**src/hw/rtl/vfcm_pkg.sv**
```systemverilog
`default_nettype none
// ----------------------------------------------------------------------------
// vfcm_pkg
// Shared types, codes and constants of the voxel face cull mesher.
// ----------------------------------------------------------------------------
package vfcm_pkg;

  localparam int DEF_MAX_X = 16;
  localparam int DEF_MAX_Y = 64;
  localparam int DEF_MAX_Z = 16;

  localparam int SIZE_X_W = 5;
  localparam int SIZE_Y_W = 7;
  localparam int SIZE_Z_W = 5;
  localparam int EXT_W    = 9;
  localparam int POS_X_W  = 4;
  localparam int POS_Y_W  = 6;
  localparam int POS_Z_W  = 4;
  localparam int CRN_X_W  = 5;
  localparam int CRN_Y_W  = 7;
  localparam int CRN_Z_W  = 5;
  localparam int QUAD_W   = 17;
  localparam int SIDE_W   = 3;
  localparam int NSIDES   = 6;
  localparam int CFG_IW   = 2;
  localparam int CFG_DW   = 7;

  localparam logic [SIZE_X_W-1:0] RST_SIZE_X = 5'd16;
  localparam logic [SIZE_Y_W-1:0] RST_SIZE_Y = 7'd64;
  localparam logic [SIZE_Z_W-1:0] RST_SIZE_Z = 5'd16;

  localparam logic [CFG_IW-1:0] REG_SIZE_X = 2'd0;
  localparam logic [CFG_IW-1:0] REG_SIZE_Y = 2'd1;
  localparam logic [CFG_IW-1:0] REG_SIZE_Z = 2'd2;

  localparam logic [1:0] REQ_WRITE   = 2'd0;
  localparam logic [1:0] REQ_MESH    = 2'd1;
  localparam logic [1:0] REQ_RESTART = 2'd2;

  localparam logic [SIDE_W-1:0] SIDE_TOP    = 3'd0;
  localparam logic [SIDE_W-1:0] SIDE_BOTTOM = 3'd1;
  localparam logic [SIDE_W-1:0] SIDE_FRONT  = 3'd2;
  localparam logic [SIDE_W-1:0] SIDE_BACK   = 3'd3;
  localparam logic [SIDE_W-1:0] SIDE_RIGHT  = 3'd4;
  localparam logic [SIDE_W-1:0] SIDE_LEFT   = 3'd5;

  typedef enum logic [1:0] {
    CMD_WRITE   = 2'd0,
    CMD_MESH    = 2'd1,
    CMD_RESTART = 2'd2
  } cmd_kind_t;

  typedef struct packed {
    logic [SIZE_X_W-1:0] size_x;
    logic [SIZE_Y_W-1:0] size_y;
    logic [SIZE_Z_W-1:0] size_z;
  } cfg_t;

  // one queued command; nb_in flags neighbors inside the chunk, per side
  typedef struct packed {
    cmd_kind_t            kind;
    logic [POS_X_W-1:0]   x;
    logic [POS_Y_W-1:0]   y;
    logic [POS_Z_W-1:0]   z;
    logic                 occ;
    logic [NSIDES-1:0]    nb_in;
  } cmd_t;

  // face origin offset {x,y,z} per side
  function automatic logic [2:0] corner_ofs(input logic [SIDE_W-1:0] side);
    logic [2:0] ofs;
    case (side)
      SIDE_TOP:    ofs = 3'b010;
      SIDE_BOTTOM: ofs = 3'b001;
      SIDE_FRONT:  ofs = 3'b011;
      SIDE_BACK:   ofs = 3'b000;
      SIDE_RIGHT:  ofs = 3'b100;
      SIDE_LEFT:   ofs = 3'b010;
      default:     ofs = 3'b000;
    endcase
    return ofs;
  endfunction

endpackage
`default_nettype wire

```
**src/hw/rtl/vfcm_ifs.sv**
```systemverilog
`default_nettype none
// ----------------------------------------------------------------------------
// vfcm interfaces
// Request, face and configuration channels, valid/ready handshake.
// ----------------------------------------------------------------------------
interface vfcm_req_if import vfcm_pkg::*; ();
  logic               valid;
  logic               ready;
  logic [1:0]         req_type;
  logic [POS_X_W-1:0] pos_x;
  logic [POS_Y_W-1:0] pos_y;
  logic [POS_Z_W-1:0] pos_z;
  logic               occupied;
  modport source (output valid, req_type, pos_x, pos_y, pos_z, occupied, input ready);
  modport sink   (input valid, req_type, pos_x, pos_y, pos_z, occupied, output ready);
endinterface

`default_nettype wire

```
**src/hw/rtl/vfcm_front.sv**
```systemverilog
`default_nettype none
// ----------------------------------------------------------------------------
// vfcm_front
// Accepts request words, checks chunk bounds, queues commands for the back end.
// ----------------------------------------------------------------------------
module vfcm_front import vfcm_pkg::*; #(
  parameter int MAX_X = DEF_MAX_X,
  parameter int MAX_Y = DEF_MAX_Y,
  parameter int MAX_Z = DEF_MAX_Z
) (
  input  wire logic  clk,
  input  wire logic  rst,
  input  wire cfg_t  cfg,
  vfcm_req_if.sink   req,
  output logic       q_valid,
  input  wire logic  q_ready,
  output cmd_t       q_cmd
);

  localparam int QD = 2;

  logic [EXT_W-1:0] eff_x, eff_y, eff_z;
  logic [EXT_W-1:0] px, py, pz;
  logic             ctr_in;
  logic             keep;
  logic             push, pop;
  cmd_t             cmd_in;

  cmd_t       q_mem [QD];
  logic       wr_ptr, rd_ptr;
  logic [1:0] q_cnt;

  always_comb begin
    eff_x = (EXT_W'(cfg.size_x) > EXT_W'(MAX_X)) ? EXT_W'(MAX_X) : EXT_W'(cfg.size_x);
    eff_y = (EXT_W'(cfg.size_y) > EXT_W'(MAX_Y)) ? EXT_W'(MAX_Y) : EXT_W'(cfg.size_y);
    eff_z = (EXT_W'(cfg.size_z) > EXT_W'(MAX_Z)) ? EXT_W'(MAX_Z) : EXT_W'(cfg.size_z);
    px = EXT_W'(req.pos_x);
    py = EXT_W'(req.pos_y);
    pz = EXT_W'(req.pos_z);
    ctr_in = (px < eff_x) && (py < eff_y) && (pz < eff_z);

    cmd_in.x   = req.pos_x;
    cmd_in.y   = req.pos_y;
    cmd_in.z   = req.pos_z;
    cmd_in.occ = req.occupied;
    cmd_in.nb_in[SIDE_TOP]    = (py + EXT_W'(1)) < eff_y;
    cmd_in.nb_in[SIDE_BOTTOM] = (py != '0);
    cmd_in.nb_in[SIDE_FRONT]  = (pz + EXT_W'(1)) < eff_z;
    cmd_in.nb_in[SIDE_BACK]   = (pz != '0);
    cmd_in.nb_in[SIDE_RIGHT]  = (px + EXT_W'(1)) < eff_x;
    cmd_in.nb_in[SIDE_LEFT]   = (px != '0);

    case (req.req_type)
      REQ_WRITE: begin
        cmd_in.kind = CMD_WRITE;
        keep        = ctr_in;
      end
      REQ_MESH: begin
        cmd_in.kind = CMD_MESH;
        keep        = ctr_in;
      end
      REQ_RESTART: begin
        cmd_in.kind = CMD_RESTART;
        keep        = 1'b1;
      end
      default: begin
        cmd_in.kind = CMD_RESTART;
        keep        = 1'b0;
      end
    endcase
  end

  assign req.ready = (q_cnt != 2'(QD));
  assign push      = req.valid && req.ready && keep;
  assign q_valid   = (q_cnt != '0);
  assign pop       = q_valid && q_ready;
  assign q_cmd     = q_mem[rd_ptr];

  always_ff @(posedge clk) begin
    if (rst) begin
      wr_ptr <= 1'b0;
      rd_ptr <= 1'b0;
      q_cnt  <= '0;
    end else begin
      if (push) begin
        q_mem[wr_ptr] <= cmd_in;
        wr_ptr        <= ~wr_ptr;
      end
      if (pop) begin
        rd_ptr <= ~rd_ptr;
      end
      if (push && !pop) begin
        q_cnt <= q_cnt + 2'd1;
      end else if (pop && !push) begin
        q_cnt <= q_cnt - 2'd1;
      end
    end
  end

endmodule
`default_nettype wire

```
**src/flat_wrapper.sv**
```systemverilog
// flat-port wrapper written by rule: the top's interface ports become plain ports
module vfcm_front_flat import vfcm_pkg::*;
#(
  parameter int MAX_X = DEF_MAX_X,
  parameter int MAX_Y = DEF_MAX_Y,
  parameter int MAX_Z = DEF_MAX_Z
)
  (clk, rst, cfg, q_valid, q_ready, q_cmd, req_valid, req_req_type, req_pos_x, req_pos_y, req_pos_z, req_occupied, req_ready);
  vfcm_req_if req_i ();
  input  wire logic clk;
  input  wire logic rst;
  input  wire cfg_t cfg;
  output logic q_valid;
  input  wire logic q_ready;
  output cmd_t q_cmd;
  input wire logic [$bits(req_i.valid)-1:0] req_valid;
  input wire logic [$bits(req_i.req_type)-1:0] req_req_type;
  input wire logic [$bits(req_i.pos_x)-1:0] req_pos_x;
  input wire logic [$bits(req_i.pos_y)-1:0] req_pos_y;
  input wire logic [$bits(req_i.pos_z)-1:0] req_pos_z;
  input wire logic [$bits(req_i.occupied)-1:0] req_occupied;
  output wire logic [$bits(req_i.ready)-1:0] req_ready;
  assign req_i.valid = req_valid;
  assign req_i.req_type = req_req_type;
  assign req_i.pos_x = req_pos_x;
  assign req_i.pos_y = req_pos_y;
  assign req_i.pos_z = req_pos_z;
  assign req_i.occupied = req_occupied;
  assign req_ready = req_i.ready;
  vfcm_front #(.MAX_X(MAX_X), .MAX_Y(MAX_Y), .MAX_Z(MAX_Z)) u_core (.clk(clk), .rst(rst), .cfg(cfg), .req(req_i), .q_valid(q_valid), .q_ready(q_ready), .q_cmd(q_cmd));
endmodule
```
**config.mk**
```make
export PLATFORM = sky130hd
export DESIGN_NAME = vfcm_front_flat
export DESIGN_NICKNAME = d
export VERILOG_FILES = /design/src/hw/rtl/vfcm_pkg.sv /design/src/hw/rtl/vfcm_ifs.sv /design/src/hw/rtl/vfcm_front.sv /design/src/flat_wrapper.sv
export SDC_FILE = /design/constraint.sdc
export NUM_CORES = 1
export LEC_CHECK = 0
export BUFFER_PORTS_ARGS = -buffer_cell sky130_fd_sc_hd__clkbuf_2
export CORE_UTILIZATION = 35
export DETAILED_ROUTE_END_ITERATION = 10
export PLACE_DENSITY = 0.62
export SLEW_MARGIN = 20
export SYNTH_ARGS = -nofsm -noshare
export SYNTH_HDL_FRONTEND = slang
export SYNTH_SLANG_ARGS = --single-unit
```
**constraint.sdc**
```tcl
create_clock -name clk -period 4.8 [get_ports clk]
set_input_delay 1.44 -clock clk [delete_from_list [all_inputs] [get_ports clk]]
set_output_delay 1.44 -clock clk [all_outputs]
set_load 0.005 [all_outputs]
```
==> run_results.csv, run 1 <==
group,metric,value,unit
place,port_buffers,62,
timing,setup-violations-final,0,
die,core_area,7690,um2
worst_setup_path,required,5.03,ns
routing,dr.first_iter.drc_count,40,
timing,setup-tns-final,0,ns
timing,finalMaxSlewViolations,0,
timing,fmax,273,MHz
timing,rsz0062_at_grt,"false",
run_status,violations,"DRC",
routing,wl_per_cell,13.6,um
die,die_h,91.1,um
timing,worst_slew_margin_rel,0.589,
power_and_ir_drop,leakage,1.36,nW
routing,drtPass1Iterations,7,
clock_network,clockRootBuffer,"clkbuf_8",
timing,hold_viol_final,0,
global_routing,grt_pass1_wl,8210,um
logic_synthesis,synth_area_per_cell,12.9,um2
timing,post-route-period-util,0.764,
die,die_x,91.1,um
run,cap_viol_max_count,0,
die,rows,32,
timing,period_needed,3.67,ns
finish,num-nets-final,355,
worst_setup_path,critPathCaptureType,"flip-flop",
logic_synthesis,synthesis.nets,285,
logic_synthesis,synth-seq-cells,51,
global_routing,grtUsageMet1,0.162,
worst_setup_path,critPathMaxFanout,8,
run_status,status,"finished with violations",
global_routing,overflow,0,
clock_network,clk_pin_slew,0.08,ns
routing,via_count,1876,
die,top_level_ports,63,
die,dieArea,8300,um2
clock_network,cts-resized-gates,0,
global_routing,grt-busiest-layer,"met2",
power_and_ir_drop,irDropWorstVdd,0.115,mV
global_routing,grt_usage,0.129,
finish,layout_commonest_cell,"clkbuf_2",
clock_network,numCtsBuffers,5,
clock_network,cts_buffer_depth,2,
routing,drtAntennaViolNets,0,
place,dp_hpwl,4100,um
global_routing,grt_max_degree,24,
place,dpl.cell_count,380,
power_and_ir_drop,power_density,327,nW/um2
hold_path,hold_class,"reg2reg",
worst_setup_path,critPathKind,"in2reg",
clock_network,cts_tree,"built",
finish,antenna_cells,0,
finish,layout-drive-gt1-share,0.360,
hold_path,min_path_cells,2,
timing,whs,0.517,ns
finish,layout.cells.non_filler,388,
logic_synthesis,yosysSeqAreaShare,0.533,
routing,drcViolationCount,1,
logic_synthesis,synthCells,215,
clock_network,hold_buffers,0,
finish,syn_to_final_growth,19.5,%
place,gp_congestion,0.850,
power_and_ir_drop,p_total,1.09,mW
routing,viasPerCell,4.84,
global_routing,antenna_found_initial,0,
global_routing,grt_pass1_vias,1732,
worst_setup_path,critPathArrivalTime,3.90,ns
global_routing,met2_usage,0.220,
finish,utilization,0.432,
die,initial_core_util,0.361,
logic_synthesis,synth-edff-count,46,
worst_setup_path,start_kind,"input port",
clock_network,clock_latency,0.29,ns
finish,fillers,748,
clock_network,cts_sinks,51,
clock_network,cts_setup_buffers,0,
timing,skew,0.00460,ns
worst_setup_path,rr_worst_depth,8,
logic_synthesis,synth-main-ff-cell,"edfxtp_1",
clock_network,cts_max_level,2,
logic_synthesis,netlist_area,2780,um2
finish,layout_common_cells,"62 x clkbuf_2, 46 x edfxtp_1, 32 x ha_1",
logic_synthesis,yosys_warnings,0,
routing,finalWirelength,5290,um
logic_synthesis,synth_cell_types,35,
global_routing,gr-usage-met3,0.0268,
logic_synthesis,async_flop_share,0,
timing,worst_pin_slew,0.616,ns
==> per-layer routing <==
metal	up-vias	wire (um)
met3	7	223
met2	44	2540
met1	889	2460
li1	936	-
met4	0	68
met5	-	0
==> through the flow <==
stage               setup WS, ns  cell area (um2)
floorplan                  0.591             2780
global placement           0.923             3240
detailed placement         0.830             3240
CTS                         1.14             3320
global route               0.976             3320
finish                      1.13             3320
==> worst max-delay path: stages <==
cell	delay, ns
clkbuf_2	0.11
clkinv_1	0.13
nand2_1	0.11
ha_1	0.30
a21oi_1	0.07
nor3b_1	0.41
a2111oi_4	0.09
a31oi_2	0.31
inv_1	0.08
ha_1	0.32
or3_1	0.38
a21oi_1	0.14
==> final timing paths <==
path	start	to	slack (ns)
worst min register to register	u_core.rd_ptr	flip-flop	0.52
worst max register to register	u_core.q_cnt[0]	u_core.q_cnt[1]	2.78
worst max-delay path	cfg[11]	u_core.q_cnt[1]	1.13
worst min-delay path	u_core.rd_ptr	flip-flop	0.52
==> sequential cells by signal, indices dropped and copies added (netlist names), named ones only <==
name and cells:
u_core.q_cnt 2, u_core.q_mem 46, u_core.rd_ptr 1, u_core.wr_ptr 1
==> where the power goes <==
| group | switching [mW] | internal, mW | total, mW | leakage (nW) |
|---|---|---|---|---|
| logic | 0.134 | 0.167 | 0.301 | 0.870 |
| clock network | 0.126 | 0.0995 | 0.225 | 0.0403 |
| registers | 0.0437 | 0.517 | 0.560 | 0.454 |
==> cell families after synthesis <==
family,Yosys count,share of synthesized area
compound gates,27,0.0765
simple gates,55,0.0968
xor+xnor,11,0.0347
flops,51,0.533
buf+inv,16,0.0216
mux,23,0.0932
fa+ha+maj,32,0.144
==> cell type report <==
type	count	area (um2)	area share
Sequential cell	51	1480	0.446
Multi-Input combinational cell	148	1240	0.374
Timing Repair Buffer	66	340	0.102
Tap cell	102	128	0.0384
Clock buffer	6	72.6	0.0218
Inverter	13	48.8	0.0147
Clock inverter	2	7.51	0.00226
==> Yosys cell counts, types with 2 or more instances <==
master / n / area, um2
edfxtp_1: 46 / 1380
ha_1: 32 / 400
mux2_2: 23 / 259
nand2_1: 17 / 63.8
inv_1: 11 / 41.3
nor2_1: 11 / 41.3
nand3_1: 6 / 30.0
xor2_1: 6 / 52.6
dfxtp_1: 5 / 100
nand2b_1: 5 / 31.3
o21ai_0: 5 / 25.0
xnor2_1: 5 / 43.8
a21oi_1: 4 / 20.0
and3_1: 4 / 25.0
nor2b_1: 4 / 25.0
a31oi_1: 3 / 18.8
o21a_1: 3 / 22.5
o2bb2ai_1: 3 / 26.3
or2_2: 3 / 18.8
a211oi_1: 2 / 15.0
clkbuf_1: 2 / 7.51
nor3b_1: 2 / 15.0
No activity file was read; power rests on OpenSTA's default activity.
==> inputs of run 2 (changes only) <==
==> constraint.sdc (replaced) <==
create_clock -name clk -period 3.42 [get_ports clk]
set_input_delay 1.026 -clock clk [delete_from_list [all_inputs] [get_ports clk]]
set_output_delay 1.026 -clock clk [all_outputs]
set_load 0.005 [all_outputs]
==> run 2 against run 1 <==
The run now ends clean. Clock power is 72% higher. First-iteration DRC count is 38% higher. Power is 50% higher. Count of clock-buffer cells in the layout stayed put. Worst hold slack worse by 0.0018 ns. Critical path type unchanged. Critical endpoint unchanged. Largest power group unchanged. Highest routed layer unchanged.
==> run_results.csv, run 2 (same netlist as run 1, synthesis figures left out) <==
group,metric,value,unit
run_status,status,"complete, no violations",
worst_setup_path,critPathCaptureType,"flip-flop",
global_routing,antenna_found_initial,0,
global_routing,grt_max_degree,18,
finish,layout.cells.non_filler,394,
clock_network,cts_tree,"built",
hold_path,hold_class,"reg2reg",
timing,post-route-period-util,0.917,
place,dpl_worst_slack,0.0189,ns
worst_setup_path,critPathArrivalTime,3.36,ns
die,core_area,7690,um2
timing,finalMaxSlewViolations,0,
routing,drtPass1Iterations,6,
die,rows,32,
clock_network,clockRootBuffer,"clkbuf_8",
routing,wl_per_cell,13.3,um
worst_setup_path,r2r_setup_slack,1.44,ns
worst_setup_path,critPathMaxFanout,5,
clock_network,numCtsBuffers,5,
finish,syn_to_final_growth,23.1,%
finish,largestRegisters,"u_core.q_mem: 46 flops, u_core.q_cnt: 2 flops",
die,die_x,91.1,um
clock_network,cts_sinks,51,
clock_network,clk_pin_slew,0.08,ns
timing,worst_pin_slew,0.511,ns
timing,period_needed,3.14,ns
die,top_level_ports,63,
place,placed_cell_area,3320,um2
finish,fillers,742,
routing,drcViolationCount,0,
timing,worst_slew_margin_rel,0.659,
place,dpl.cell_count,387,
clock_network,clock_latency,0.29,ns
timing,setup-violations-final,0,
place,gp_congestion,0.846,
die,dieArea,8300,um2
routing,viasPerCell,4.81,
timing,fin_ws,0.283,ns
timing,fmax,319,MHz
routing,drtAntennaViolNets,0,
routing,met2_length,2590,um
global_routing,grt_pass1_wl,8870,um
finish,layout_common_cells,"62 x clkbuf_2, 46 x edfxtp_1, 32 x ha_1",
power_and_ir_drop,p_total,1.63,mW
finish,num-nets-final,362,
finish,antenna_cells,0,
place,dp_hpwl,4070,um
finish,largest_reg_flops,46,
routing,dr.first_iter.drc_count,55,
clock_network,hold_buffers,0,
finish,layout-drive-gt1-share,0.377,
global_routing,grt_pass1_vias,1893,
global_routing,overflow,0,
routing,routedLengthMet1,2450,um
finish,regMostFlops,"u_core.q_mem",
timing,setup-tns-final,0,ns
clock_network,cts_setup_buffers,0,
die,die_h,91.1,um
power_and_ir_drop,leakage,1.42,nW
clock_network,cts_buffer_depth,2,
finish,final_area,3420,um2
place,port_buffers,62,
worst_setup_path,required,3.65,ns
global_routing,grt_usage,0.135,
power_and_ir_drop,power_density,475,nW/um2
timing,hold_viol_final,0,
clock_network,cts_max_level,2,
worst_setup_path,start_kind,"input port",
die,initial_core_util,0.361,
routing,top_layer_used,"met4",
power_and_ir_drop,irDropWorstVdd,0.155,mV
routing,via_count,1897,
timing,rsz0062_at_grt,"false",
clock_network,cts-resized-gates,0,
run,cap_viol_max_count,0,
routing,route.met3.wl,195,um
finish,layout_commonest_cell,"clkbuf_2",
worst_setup_path,critPathKind,"in2reg",
routing,finalWirelength,5260,um
timing,skew,0.00326,ns
-- run 2: metal layers --
| layer | vias to the layer above | global-route usage |
|---|---|---|
| li1 | 948 | - |
| met1 | 901 | 0.171 |
| met2 | 46 | 0.238 |
| met3 | 2 | 0.0251 |
| met4 | 0 | 0.0317 |
| met5 | - | 0 |
-- run 2: worst paths after layout --
| kind | from | end | depth (start not counted) |
|---|---|---|---|
| max reg2reg | u_core.q_cnt[0] | u_core.q_cnt[1] | 8 |
| min reg2reg | u_core.rd_ptr | u_core.rd_ptr | 2 |
| min | u_core.rd_ptr | u_core.rd_ptr | 2 |
| max | cfg[11] | u_core.q_cnt[1] | 14 |
-- run 2: report_power, final --
group	switching [mW]	internal, mW	leakage (nW)
clock network	0.173	0.214	0.0513
registers	0.0369	0.724	0.454
logic	0.218	0.259	0.910
total	0.429	1.20	1.42
-- run 2: worst max-delay path: stages --
cell	delay (ns)
clkbuf_2	0.12
clkinv_1	0.15
buf_4	0.19
nand2_1	0.08
ha_1	0.14
a21oi_1	0.06
nor3b_1	0.27
buf_4	0.18
a2111oi_4	0.04
a31oi_2	0.22
inv_1	0.07
ha_1	0.31
or3_1	0.37
a21oi_1	0.13
-- run 2: per-stage QoR --
stage / util / hold slack [ns]
finish: 0.445 / 0.515
global route: 0.445 / 0.554
CTS: 0.445 / 0.521
detailed placement: 0.432 / 0.498
global placement: 0.432 / 0.484
floorplan: - / 0.461
-- run 2: layout make-up --
cell class / count / area (um2) / share of cell area
Clock buffer: 6 / 72.6 / 0.0212
Clock inverter: 1 / 30.0 / 0.00878
Inverter: 13 / 48.8 / 0.0143
Multi-Input combinational cell: 148 / 1240 / 0.363
Sequential cell: 51 / 1480 / 0.433
Tap cell: 102 / 128 / 0.0373
Timing Repair Buffer: 73 / 418 / 0.122
==> inputs of run 3 (changes only) <==
--- a/config.mk
+++ b/config.mk
@@ -13,3 +13,4 @@
 export SYNTH_ARGS = -nofsm -noshare
 export SYNTH_HDL_FRONTEND = slang
 export SYNTH_SLANG_ARGS = --single-unit
+export TNS_END_PERCENT = 50
==> constraint.sdc (replaced) <==
create_clock -name clk -period 3.9 [get_ports clk]
set_input_delay 1.17 -clock clk [delete_from_list [all_inputs] [get_ports clk]]
set_output_delay 1.17 -clock clk [all_outputs]
set_load 0.1 [all_outputs]
==> run 3 against run 2 <==
Setup slack improved by 0.27 ns. Register-to-register slack better by 0.41 ns. Non-clock buffer count decreased by 6. First-iteration DRC count grew 1.8%. Clock skew about the same. Critical endpoint unchanged. Largest cell class unchanged. Highest routed layer unchanged.
==> run_results.csv, run 3 (same netlist as run 1, synthesis figures left out) <==
group,metric,value,unit
routing,wl_per_cell,13.4,um
run_status,status,"complete, no violations",
global_routing,overflow,0,
finish,num-nets-final,356,
timing,worst_slew_margin_rel,0.635,
finish,syn_to_final_growth,20.6,%
timing,hold_viol_final,0,
finish,regMostFlops,"u_core.q_mem",
die,die_x,91.1,um
routing,via_count,1866,
routing,dr.first_iter.drc_count,56,
worst_setup_path,critPathMaxFanout,5,
routing,viasPerCell,4.81,
die,top_level_ports,63,
routing,finalWirelength,5200,um
die,rows,32,
clock_network,clockRootBuffer,"clkbuf_8",
finish,largest_reg_flops,46,
clock_network,cts_setup_buffers,0,
global_routing,grt_max_degree,22,
clock_network,numCtsBuffers,5,
run,cap_viol_max_count,0,
clock_network,cts_sinks,51,
clock_network,cts_buffer_depth,2,
finish,multi_input_area,1240,um2
place,gp_congestion,0.873,
global_routing,grt_usage,0.135,
clock_network,cts-resized-gates,0,
global_routing,antenna_found_initial,0,
worst_setup_path,required,4.13,ns
timing,finalMaxSlewViolations,0,
worst_setup_path,crit_slowest_cell,"a2111o_1",
clock_network,hold_buffers,0,
clock_network,cts_max_level,2,
worst_setup_path,critPathKind,"in2reg",
die,core_area,7690,um2
power_and_ir_drop,irDropWorstVdd,0.237,mV
clock_network,clock_latency,0.29,ns
finish,seq_area,1480,um2
routing,drtAntennaViolNets,0,
timing,period_needed,3.35,ns
finish,fillers,746,
finish,antenna_cells,0,
timing,fin_ws,0.548,ns
place,dpl.cell_count,381,
power_and_ir_drop,leakage,1.38,nW
finish,largestRegisters,"u_core.q_mem: 46 flops, u_core.q_cnt: 2 flops",
place,dpl_worst_slack,0.235,ns
hold_path,hold_class,"reg2reg",
finish,layout.cells.non_filler,388,
timing,fmax,298,MHz
finish,layout_common_cells,"62 x clkbuf_2, 46 x edfxtp_1, 32 x ha_1",
die,dieArea,8300,um2
power_and_ir_drop,power_density,575,nW/um2
timing,setup-violations-final,0,
timing,rsz0062_at_grt,"false",
clock_network,cts_tree,"built",
worst_setup_path,crit_buf_inv,3,
worst_setup_path,crit_family,"compound AO/OA/AOI/OAI gates",
die,die_h,91.1,um
worst_setup_path,slowest_delay,0.38,ns
worst_setup_path,critPathCaptureType,"flip-flop",
finish,layout-drive-gt1-share,0.364,
worst_setup_path,crit_chain,"clkbuf_2, inv_1, nand2_1, ha_1, nor2b_1, a2111o_1, a2111oi_4, a31oi_2, inv_1, ha_1, or3_1, a21oi_1",
global_routing,grt_pass1_vias,1867,
finish,layout_commonest_cell,"clkbuf_2",
routing,drcViolationCount,0,
global_routing,grt_pass1_wl,8710,um
worst_setup_path,start_kind,"input port",
timing,worst_pin_slew,0.549,ns
routing,drtPass1Iterations,6,
worst_setup_path,critPathArrivalTime,3.58,ns
timing,skew,0.00352,ns
place,dp_hpwl,4030,um
clock_network,clk_pin_slew,0.08,ns
timing,post-route-period-util,0.859,
die,initial_core_util,0.361,
place,port_buffers,62,
## run 3: area by class of cell
type | instances | area share
clock inverters | 1 | 0.00896
well taps | 102 | 0.0381
inverters | 13 | 0.0146
clock buffers | 6 | 0.0217
multi-input cells | 148 | 0.371
flip-flops and latches | 51 | 0.442
repair buffers | 67 | 0.104
## run 3: worst paths after layout
path,from,to,slack (ns),depth (start not counted)
min reg2reg,u_core.rd_ptr,u_core.rd_ptr,0.51,2
max,cfg[16],u_core.q_cnt[1],0.55,12
max reg2reg,u_core.q_cnt[0],u_core.q_cnt[1],1.85,8
min,u_core.rd_ptr,u_core.rd_ptr,0.51,2
## run 3: metrics by stage
step	util	hold WS, ns	total power [mW]	setup TNS [ns]	instance area (um2)
3_5_place_dp	0.423	0.491	1.60	0	3250
6_report	0.436	0.512	1.93	0	3350
3_3_place_gp	0.423	0.487	1.60	0	3250
5_1_grt	0.436	0.562	2.01	0	3350
4_1_cts	0.436	0.517	1.95	0	3350
2_1_floorplan	-	0.461	1.45	-1.81	2780
## run 3: power by group
| group | switching, mW | total (mW) | leakage [nW] | internal [mW] |
|---|---|---|---|---|
| Combinational | 0.721 | 0.931 | 0.875 | 0.209 |
| Clock | 0.156 | 0.344 | 0.0513 | 0.188 |
| Sequential | 0.0178 | 0.653 | 0.454 | 0.635 |
| Total | 0.895 | 1.93 | 1.38 | 1.03 |
## run 3: per-layer routing
metal | GRT usage | vias to the layer above | wire length, um
li1 | - | 937 | -
met1 | 0.172 | 881 | 2450
met2 | 0.228 | 42 | 2530
met3 | 0.0293 | 6 | 191
met4 | 0.0397 | 0 | 33
met5 | 0 | - | 0
## run 3: worst reg2reg max path, cell delays in order (launching register included)
cell      delay [ns]
dfxtp_1         0.39
nand2b_1        0.14
nand2_1         0.12
nor3b_1         0.35
a31oi_2         0.11
inv_1           0.09
ha_1            0.25
or3_1           0.38
a21oi_1         0.14
